**config.mk**
```make
export PLATFORM = sky130hd
export DESIGN_NAME = three_wire_serial_master
export DESIGN_NICKNAME = d
export VERILOG_FILES = /design/src/rtl/tws_pkg.sv /design/src/rtl/tws_seq.sv /design/src/rtl/three_wire_serial_master.sv
export SDC_FILE = /design/constraint.sdc
export NUM_CORES = 1
export LEC_CHECK = 0
export BUFFER_PORTS_ARGS = -buffer_cell sky130_fd_sc_hd__buf_2
export CAP_MARGIN = 20
export CORE_MARGIN = 1
export CORE_UTILIZATION = 50
export CTS_CLUSTER_DIAMETER = 120
export CTS_CLUSTER_SIZE = 25
export DETAILED_ROUTE_END_ITERATION = 10
export PLACE_DENSITY = 0.74
export SLEW_MARGIN = 20
export SYNTH_ARGS = -nofsm -noshare
export SYNTH_HDL_FRONTEND = slang
export SYNTH_SLANG_ARGS = --single-unit
```
**constraint.sdc**
```tcl
create_clock -name clk -period 2 [get_ports clk]
set_input_delay 0.6 -clock clk [delete_from_list [all_inputs] [get_ports clk]]
set_output_delay 0.6 -clock clk [all_outputs]
set_load 0.05 [all_outputs]
```
**src/rtl/tws_pkg.sv**
```systemverilog
// ----------------------------------------------------------------------------
// tws_pkg
// Shared widths, phase codes and the per-tick result record.
// ----------------------------------------------------------------------------
package tws_pkg;

	localparam int DELAY_W = 10;
	localparam int CFG_W   = 10;

	// Request codes
	localparam logic [1:0] REQ_TICK  = 2'd0;
	localparam logic [1:0] REQ_WRITE = 2'd1;
	localparam logic [1:0] REQ_READ  = 2'd2;

	// Sequencer phases
	localparam logic [2:0] PH_IDLE    = 3'd0;
	localparam logic [2:0] PH_ENABLE  = 3'd1;
	localparam logic [2:0] PH_CMD     = 3'd2;
	localparam logic [2:0] PH_WDATA   = 3'd3;
	localparam logic [2:0] PH_RELEASE = 3'd4;
	localparam logic [2:0] PH_READ    = 3'd5;
	localparam logic [2:0] PH_DISABLE = 3'd6;

	// Bit steps within one serial bit
	localparam logic [1:0] STEP_SETUP = 2'd0;
	localparam logic [1:0] STEP_HIGH  = 2'd1;
	localparam logic [1:0] STEP_LOW   = 2'd2;

	// Result of one tick
	typedef struct packed {
		logic       chip_enable;
		logic       serial_clock;
		logic       data_out;
		logic       data_drive;
		logic       busy_res;
		logic       done_res;
		logic [7:0] read_byte;
		logic       request_ignored;
	} res_t;

endpackage

```
**src/rtl/tws_seq.sv**
```systemverilog
// ----------------------------------------------------------------------------
// tws_seq
// Pin sequencer: holds the transaction state and advances it one tick per
// accepted input, producing that tick's pin levels and status.
// ----------------------------------------------------------------------------
module tws_seq (
	input  logic                       clk,
	input  logic                       arst_n,
	input  logic                       step,
	input  logic [1:0]                 req_type,
	input  logic [7:0]                 command,
	input  logic [7:0]                 write_data,
	input  logic                       data_pin_in,
	input  logic [tws_pkg::DELAY_W-1:0] ticks,
	output tws_pkg::res_t              res
);

	logic [2:0]                  phase_q, phase_d;
	logic [1:0]                  step_q, step_d;
	logic [2:0]                  idx_q, idx_d;
	logic [tws_pkg::DELAY_W-1:0] dly_q, dly_d;
	logic [7:0]                  cmd_q, cmd_d;
	logic [7:0]                  wdat_q, wdat_d;
	logic [7:0]                  acc_q, acc_d;
	logic                        rmode_q, rmode_d;
	logic                        ce_q, ce_d;
	logic                        sclk_q, sclk_d;
	logic                        dout_q, dout_d;
	logic                        drv_q, drv_d;
	logic                        request;
	logic [tws_pkg::DELAY_W-1:0] hold;

	assign request = (req_type == tws_pkg::REQ_WRITE) || (req_type == tws_pkg::REQ_READ);
	// One delay unit; zero acts as one
	assign hold = (ticks == '0) ? '0 : ticks - 1'b1;

	// Next state for one tick
	always_comb begin
		phase_d = phase_q;
		step_d  = step_q;
		idx_d   = idx_q;
		dly_d   = dly_q;
		cmd_d   = cmd_q;
		wdat_d  = wdat_q;
		acc_d   = acc_q;
		rmode_d = rmode_q;
		ce_d    = ce_q;
		sclk_d  = sclk_q;
		dout_d  = dout_q;
		drv_d   = drv_q;
		res     = '0;
		if (phase_q == tws_pkg::PH_IDLE) begin
			if (request) begin
				cmd_d   = command;
				wdat_d  = write_data;
				rmode_d = (req_type == tws_pkg::REQ_READ);
				acc_d   = '0;
				idx_d   = '0;
				step_d  = tws_pkg::STEP_SETUP;
				ce_d    = 1'b1;
				phase_d = tws_pkg::PH_ENABLE;
				dly_d   = hold;
				res.busy_res = 1'b1;
			end
		end else begin
			res.busy_res        = 1'b1;
			res.request_ignored = request;
			if (dly_q != '0) begin
				dly_d = dly_q - 1'b1;
			end else begin
				dly_d = hold;
				case (phase_q)
					tws_pkg::PH_ENABLE: begin
						phase_d = tws_pkg::PH_CMD;
						idx_d   = '0;
						drv_d   = 1'b1;
						dout_d  = cmd_q[0];
						step_d  = tws_pkg::STEP_SETUP;
					end
					tws_pkg::PH_CMD, tws_pkg::PH_WDATA: begin
						if (step_q == tws_pkg::STEP_SETUP) begin
							sclk_d = 1'b1;
							step_d = tws_pkg::STEP_HIGH;
						end else if (step_q == tws_pkg::STEP_HIGH) begin
							sclk_d = 1'b0;
							step_d = tws_pkg::STEP_LOW;
						end else if (idx_q != 3'd7) begin
							idx_d  = idx_q + 3'd1;
							drv_d  = 1'b1;
							dout_d = (phase_q == tws_pkg::PH_CMD) ? cmd_q[idx_d] : wdat_q[idx_d];
							step_d = tws_pkg::STEP_SETUP;
						end else if (phase_q == tws_pkg::PH_WDATA) begin
							ce_d    = 1'b0;
							phase_d = tws_pkg::PH_DISABLE;
						end else if (rmode_q) begin
							drv_d   = 1'b0;
							dout_d  = 1'b0;
							phase_d = tws_pkg::PH_RELEASE;
						end else begin
							phase_d = tws_pkg::PH_WDATA;
							idx_d   = '0;
							drv_d   = 1'b1;
							dout_d  = wdat_q[0];
							step_d  = tws_pkg::STEP_SETUP;
						end
					end
					tws_pkg::PH_RELEASE: begin
						phase_d  = tws_pkg::PH_READ;
						idx_d    = '0;
						acc_d[0] = acc_q[0] | data_pin_in;
						sclk_d   = 1'b1;
						step_d   = tws_pkg::STEP_HIGH;
					end
					tws_pkg::PH_READ: begin
						if (step_q == tws_pkg::STEP_HIGH) begin
							sclk_d = 1'b0;
							step_d = tws_pkg::STEP_LOW;
						end else if (idx_q != 3'd7) begin
							idx_d        = idx_q + 3'd1;
							acc_d[idx_d] = acc_q[idx_d] | data_pin_in;
							sclk_d       = 1'b1;
							step_d       = tws_pkg::STEP_HIGH;
						end else begin
							ce_d    = 1'b0;
							phase_d = tws_pkg::PH_DISABLE;
						end
					end
					default: begin
						// end of disable hold: report and return to idle
						res.done_res = 1'b1;
						if (rmode_q) begin
							res.read_byte = acc_q;
						end
						phase_d = tws_pkg::PH_IDLE;
						step_d  = tws_pkg::STEP_SETUP;
						idx_d   = '0;
						dly_d   = dly_q;
					end
				endcase
			end
		end
		res.chip_enable  = ce_d;
		res.serial_clock = sclk_d;
		res.data_out     = dout_d;
		res.data_drive   = drv_d;
	end

	// State registers, advanced once per accepted tick
	always_ff @(posedge clk or negedge arst_n) begin
		if (!arst_n) begin
			phase_q <= tws_pkg::PH_IDLE;
			step_q  <= tws_pkg::STEP_SETUP;
			idx_q   <= '0;
			dly_q   <= '0;
			cmd_q   <= '0;
			wdat_q  <= '0;
			acc_q   <= '0;
			rmode_q <= 1'b0;
			ce_q    <= 1'b0;
			sclk_q  <= 1'b0;
			dout_q  <= 1'b0;
			drv_q   <= 1'b1;
		end else if (step) begin
			phase_q <= phase_d;
			step_q  <= step_d;
			idx_q   <= idx_d;
			dly_q   <= dly_d;
			cmd_q   <= cmd_d;
			wdat_q  <= wdat_d;
			acc_q   <= acc_d;
			rmode_q <= rmode_d;
			ce_q    <= ce_d;
			sclk_q  <= sclk_d;
			dout_q  <= dout_d;
			drv_q   <= drv_d;
		end
	end

endmodule

```
**src/rtl/three_wire_serial_master.sv**
```systemverilog
// ----------------------------------------------------------------------------
// three_wire_serial_master
// Three-wire (enable/clock/data) serial master, LSB first, one tick per input.
//
// Channel  Direction  Handshake            Payload
// in       input      in_valid / in_stall  req_type, command, write_data, data_pin_in
// out      output     out_valid / out_stall pin levels, busy, done, read byte, ignored
// cfg      input      cfg_valid / cfg_ready ticks_per_delay
//
// One input transfer per cycle while in_stall is low; its result appears in
// the output register on the next cycle. The rate is set by the sequencer
// state register, which updates on every accepted input. Reset clears the
// control state (data drive is set) and sets the delay to one tick. in_stall
// rises only while a result is held and the output side stalls.
// ----------------------------------------------------------------------------
module three_wire_serial_master (
	input  logic                     clk,
	input  logic                     arst_n,
	input  logic                     in_valid,
	output logic                     in_stall,
	input  logic [1:0]               req_type,
	input  logic [7:0]               command,
	input  logic [7:0]               write_data,
	input  logic                     data_pin_in,
	output logic                     out_valid,
	input  logic                     out_stall,
	output logic                     chip_enable,
	output logic                     serial_clock,
	output logic                     data_out,
	output logic                     data_drive,
	output logic                     busy_res,
	output logic                     done_res,
	output logic [7:0]               read_byte,
	output logic                     request_ignored,
	input  logic                     cfg_valid,
	output logic                     cfg_ready,
	input  logic [tws_pkg::CFG_W-1:0] cfg_data
);

	logic                        accept;
	logic                        out_valid_q;
	logic [tws_pkg::DELAY_W-1:0] ticks_q;
	tws_pkg::res_t               res_next;
	tws_pkg::res_t               res_q;

	assign cfg_ready = 1'b1;
	assign in_stall  = out_valid_q & out_stall;
	assign accept    = in_valid & ~in_stall;

	// Delay register
	always_ff @(posedge clk or negedge arst_n) begin
		if (!arst_n) begin
			ticks_q <= tws_pkg::DELAY_W'(1);
		end else if (cfg_valid) begin
			ticks_q <= tws_pkg::DELAY_W'(cfg_data);
		end
	end

	tws_seq u_seq (
		.clk         (clk),
		.arst_n      (arst_n),
		.step        (accept),
		.req_type    (req_type),
		.command     (command),
		.write_data  (write_data),
		.data_pin_in (data_pin_in),
		.ticks       (ticks_q),
		.res         (res_next)
	);

	// Output register
	always_ff @(posedge clk or negedge arst_n) begin
		if (!arst_n) begin
			out_valid_q <= 1'b0;
		end else if (accept) begin
			out_valid_q <= 1'b1;
		end else if (!out_stall) begin
			out_valid_q <= 1'b0;
		end
	end

	always_ff @(posedge clk) begin
		if (accept) begin
			res_q <= res_next;
		end
	end

	assign out_valid       = out_valid_q;
	assign chip_enable     = res_q.chip_enable;
	assign serial_clock    = res_q.serial_clock;
	assign data_out        = res_q.data_out;
	assign data_drive      = res_q.data_drive;
	assign busy_res        = res_q.busy_res;
	assign done_res        = res_q.done_res;
	assign read_byte       = res_q.read_byte;
	assign request_ignored = res_q.request_ignored;

endmodule

```
==> metrics, run 1 <==
status finished with violations; failing checks setup timing; asr flop ratio synth 79.5%; CTS Buffer Depth 2; root buffer cell clkbuf_8; Yosys top cell area share 33.9%; Slowest-stage cell, CP dfrtp_1; first-pass GRT wire length 17300 µm; Worst Path Buf+Inv 2; antenna fix cells 0; final worst-path setup slack -0.153 ns; Initial Utilization 52.7%; vias in the first global route 3547; clk sinks 73; Area Growth Syn to Fin 30.3%; die area 8630 µm²; Tightest Pin Transition 0.506 ns; Max VDD drop 0.000685 V; maximum clock frequency 464 MHz; Synth cell types 76; most frequent cells in the layout buf_4, dfrtp_1, buf_2; syn nets 431; synth top area cells dfrtp_1, edfxtp_1, mux2_2; Startpoint Class register; TritonCTS clock tree yes; H-tree lvl count 3; Final Hold Violating Endpoints 0; fin crit period 2.15 ns; WL final 10400 µm; GRT met3 Usage 5.17%; layer with the highest usage met2; grt met2 use 40.7%; TritonCTS buffer count 9; Largest delay share family, worst path compound AO/OA/AOI/OAI gates; critical path launch point u_seq.idx_q[0]; Mean Syn Cell Area 10.6 µm²; Syn Inst Count 391; clock skew 0.00995 ns; Arr. time, crit path 2.43 ns; Total GRT Usage 25.9%; core area 7850 µm²; Min-Delay Path Class in -> async; worst r2r src u_seq.idx_q[0]; WL/cell 17.3 µm; top_reg_cell synth dfrtp_1; Antenna Nets Post-Route 0; reg2reg end u_seq.acc_q[0]; Post-synth EDFFs 15; Synth Cell Area 4130 µm²; hold slack 0.176 ns; CP peak stage delay 0.39 ns; largest net degree at the start of global routing 25; via count 3542; DR vias/cell 5.88; power per cell area 1410 nW/µm²; setup TNS -0.925 ns; Worst-path clk slew 0.08 ns; Synth Register Bits 73; Initial DRC Count 243; sequential-to-total area share from yosys stat 46.1%; layout cell share with drive strength beyond 1 40.8%; Placement Rows 32; LEAKAGE 2.32 nW; Slew headroom 65.8%; total grt overflow 0; crit path cell chain ha_2 -> ha_4 -> buf_6 -> nor3b_4 -> nand4b_1 -> a2111oi_4 -> buf_4 -> o2111ai_1 -> o21ai_0; Reg2Reg Depth 9; final period utilization 108%; Max Slew Vio Count 0; DIE WIDTH 92.9 µm; Finish-stage setup viols 13; critical-path maximum fanout 7; Port Buffers 50; DRC Markers 0; number of fillers in the final layout 618; Max Cap Viol 0; initial antenna violation count 0; RSZ-0062 raised after global routing true; M1 GR Usage 35.0%; Synth area leader dfrtp_1; Pre-antenna DRT Iters 5; Reg2Reg Setup Slack -0.15 ns; Ports 52; CP Capture Type register; nets@finish 535; HPWL Detailed 7490 µm; die height 92.9 µm; Clk Latency, worst-skew pair 0.36 ns; gpl congestion 0.908; worst setup path category reg -> reg; Critical Path RT 2.27 ns; Yosys Warn Count 0
## sequential cells by signal, indices dropped and copies added, names as in the netlist, 2 cells and up
signal and cells:
ticks_q 10, u_seq.dly_q 10, read_byte 8, u_seq.acc_q 8, u_seq.cmd_q 8, u_seq.wdat_q 8
u_seq.idx_q 3, u_seq.phase_q 3, u_seq.step_q 2
## layout make-up
cell class | instances | area, µm² | area share (%)
Clock inverter | 6 | 83.8 | 1.56
Timing Repair Buffer | 114 | 808 | 15.0
Tap cell | 102 | 128 | 2.37
Inverter | 17 | 68.8 | 1.28
Sequential cell | 73 | 1910 | 35.4
Multi-Input combinational cell | 280 | 2260 | 42.0
Clock buffer | 10 | 128 | 2.37
## cells by family (layout without fill, tap and decap cells)
group                    count (synthesis)  in the layout  share of synthesized area (%)
AND/OR/NAND/NOR                        135            135                           18.8
AO/OA/AOI/OAI                           84             85                           14.7
flip-flops                              73             73                           46.1
multiplexers                            47             47                           13.3
buffers and inverters                   39            147                           4.06
adder cells (fa/ha/maj)                  6              6                           1.82
XOR/XNOR                                 6              6                           1.27
other                                    1              1                         0.0907
## stage by stage
stage	setup slack [ns]	utilization (%)	cells	power (mW)	instance area [µm²]
2_1_floorplan	-0.280	-	391	4.54	4200
5_1_grt	-0.218	68.6	602	7.98	5380
6_report	-0.153	68.6	602	7.57	5380
3_3_place_gp	-0.342	62.8	578	5.66	4930
3_5_place_dp	-0.384	62.8	578	5.77	4930
4_1_cts	-0.134	67.5	599	7.34	5300
## cells in the mapped netlist (all sizes together) (7+ instances only)
cell	n
clkbuf	12
dfrtp	56
buf	10
inv	17
nor2	24
nand2b	8
mux2i	15
edfxtp	15
mux2	29
nand3	7
and3	10
nor3	12
a21oi	15
nand2	30
o21ai	26
## worst max-delay path by stage
stage,slack [ns],end,cells after the start
after global placement,-0.34,u_seq.idx_q[0],7
after floorplan,-0.28,u_seq.idx_q[0],6
after CTS,-0.13,u_seq.acc_q[3],8
final,-0.15,u_seq.acc_q[0],9
after global routing,-0.22,u_seq.acc_q[0],9
after detailed placement,-0.38,u_seq.idx_q[0],7
## power by group
| group | total, mW | internal (mW) | leakage (nW) | switching [mW] |
|---|---|---|---|---|
| clock | 1.25 | 0.698 | 0.110 | 0.555 |
| combinational | 3.98 | 1.96 | 1.35 | 2.02 |
| sequential | 2.34 | 1.95 | 0.851 | 0.394 |
## repair_timing
| action | 4_1_cts | 5_1_grt |
|---|---|---|
| hold buffers | 0 | 0 |
| buffers inserted | 5 | 2 |
| cloned | 0 | 1 |
| gates resized for setup | 22 | 13 |
| endpoints found under the hold margin | 0 | 0 |
| pin swaps | 10 | 3 |
| endpoints found under the setup margin | 26 | 25 |
## metal layers
layer,wire [µm],vias up,share of wire (%)
met5,0,-,0
met1,4440,1724,43
met4,294,0,2.8
met2,5000,128,48
li1,-,1663,-
met3,658,27,6.3
No activity file was read; power rests on OpenSTA's default activity.
==> run 2, diff against run 1 <==
- PLACE_DENSITY: 0.74 -> 0.71
- clock period: 2 -> 2.1 ns (I/O delays scaled with it)
==> metrics, run 2 (synthesized netlist as in run 1, its figures left out) <==
HPWL Detailed 7010 µm (-6.3%); root buffer cell clkbuf_8; initial antenna violation count 0 (unchanged); crit path cell chain ha_2 -> ha_4 -> buf_6 -> nor3b_4 -> nand4b_1 -> a2111oi_4 -> buf_4 -> o2111ai_1 -> o21ai_1; Total GRT Usage 24.6% (-1.2 points); most frequent cells in the layout buf_4, dfrtp_1, buf_2; Startpoint Class register; core area 7850 µm² (unchanged); largest net degree at the start of global routing 59 (+140%); Tightest Pin Transition 0.571 ns (+0.0656 ns); failing checks setup timing; Finish-stage setup viols 5 (-8); Final Hold Violating Endpoints 0 (unchanged); WL final 10000 µm (-3.4%); status finished with violations; number of fillers in the final layout 621 (+0.49%); Clk Latency, worst-skew pair 0.35 ns (about the same); nets@finish 530 (-0.93%); worst setup path category reg -> reg; die height 92.9 µm (unchanged); final cell count without fillers 597 (-0.83%); setup TNS -0.105 ns (+0.820 ns); critical-path maximum fanout 7 (unchanged); Worst-path clk slew 0.08 ns (about the same); RSZ-0062 raised after global routing true; Worst Setup Slack post-DPL -0.294 ns (+0.0892 ns); gpl congestion 0.881 (-2.9%); Largest delay share family, worst path compound AO/OA/AOI/OAI gates; DRC Markers 0 (unchanged); Max Slew Vio Count 0 (unchanged); biggest regs ticks_q: 10 flops, u_seq.dly_q: 10 flops; vias in the first global route 3414 (-3.7%); antenna fix cells 0 (unchanged); Initial Utilization 52.7% (unchanged); H-tree lvl count 3 (unchanged); CP Capture Type register; Port Buffers 50 (unchanged); first-pass GRT wire length 16500 µm (-4.6%); WL/cell 16.8 µm (-2.6%); CP peak stage delay 0.39 ns (about the same); CTS Buffer Depth 2 (unchanged); DP Cell Count 572 (-1.0%); die area 8630 µm² (unchanged); Max VDD drop 0.000621 V (-9.4%); Min-Delay Path Class in -> async; PnR Total Power 7.01 mW (-7.4%); fin crit period 2.16 ns (+0.00471 ns); Ports 52 (unchanged); final worst-path setup slack -0.0577 ns (+0.0953 ns); Slew headroom 61.4% (-4.4 points); via count 3444 (-2.8%); Critical Path RT 2.37 ns (+0.10 ns); Placement Rows 32 (unchanged); final period utilization 103% (-4.9 points); Antenna Nets Post-Route 0 (unchanged); Slowest-stage cell, CP dfrtp_1; Max Cap Viol 0 (unchanged); Area Growth Syn to Fin 27.8%; DIE WIDTH 92.9 µm (unchanged); clock skew 0.0126 ns (+0.00269 ns); Initial DRC Count 141 (-42%); DR vias/cell 5.77 (-2.0%); maximum clock frequency 463 MHz (-0.22%); clk sinks 73 (unchanged); Worst Path Buf+Inv 2 (unchanged); TritonCTS clock tree yes; TritonCTS buffer count 9 (unchanged); Post-DP Area 4850 µm² (-1.6%); layout cell share with drive strength beyond 1 39.0% (-1.8 points); Arr. time, crit path 2.43 ns (about the same); post-route cell area 5280 µm² (-1.9%); total grt overflow 0 (unchanged); Pre-antenna DRT Iters 4 (-1); commonest non-fill, non-tap cell in the layout buf_4; LEAKAGE 2.25 nW (-2.8%); power per cell area 1330 nW/µm² (-5.6%)
-- run 2: path summary, 6_finish.rpt --
| check | startpoint | to | slack, ns | depth (start not counted) |
|---|---|---|---|---|
| setup / recovery | u_seq.idx_q[0] | u_seq.acc_q[0] | -0.06 | 9 |
| min in group clk | in_valid | out_valid | 0.49 | 2 |
| hold reg to reg | u_seq.wdat_q[1] | u_seq.wdat_q[1] | 0.51 | 1 |
| max in group asynchronous | arst_n | ticks_q[0] | 1.52 | 2 |
| setup reg to reg | u_seq.idx_q[0] | u_seq.acc_q[0] | -0.06 | 9 |
| hold / removal | arst_n | u_seq.idx_q[2] | 0.28 | 2 |
-- run 2: worst reg2reg max path, cell delays in order (launching register included) --
cell and delay (ns):
dfrtp_1 0.39, ha_2 0.20, ha_4 0.23, buf_6 0.14, nor3b_4 0.21, nand4b_1 0.21, a2111oi_4 0.37, buf_4 0.17
o2111ai_1 0.10, o21ai_1 0.09
-- run 2: per-layer routing --
metal | global-route usage (%) | routed length (µm) | up-vias
met2 | 37.4 | 4690 | 99
met5 | 0 | 0 | -
met4 | 9.49 | 227 | 0
met3 | 6.08 | 533 | 24
li1 | - | - | 1652
met1 | 34.0 | 4600 | 1669
-- run 2: per-stage QoR --
stage	hold slack, ns	util, %
floorplan	0.334	-
global placement	0.485	61.8
detailed placement	0.495	61.8
CTS	0.289	66.0
global route	0.305	67.3
finish	0.280	67.3
-- run 2: cell type report --
cell class | instances | area, µm² | area share (%)
repair buffers | 110 | 742 | 14.1
clock inverters | 5 | 80.1 | 1.52
flip-flops and latches | 73 | 1910 | 36.1
well taps | 102 | 128 | 2.42
clock buffers | 11 | 131 | 2.49
multi-input cells | 279 | 2230 | 42.2
inverters | 17 | 66.3 | 1.26
-- run 2: timing repair --
action / 4_1_cts / 5_1_grt
buffers inserted: 3 / 6
gates resized for setup: 17 / 12
setup endpoints to repair: 16 / 22
gates cloned: 0 / 0
pin swaps: 9 / 8
hold buffers: 0 / 0
-- run 2: report_power, final --
| part | switching (mW) | internal [mW] | leakage, nW | total [mW] |
|---|---|---|---|---|
| clock | 0.527 | 0.669 | 0.101 | 1.20 |
| combinational | 1.84 | 1.73 | 1.30 | 3.57 |
| sequential | 0.395 | 1.85 | 0.851 | 2.25 |
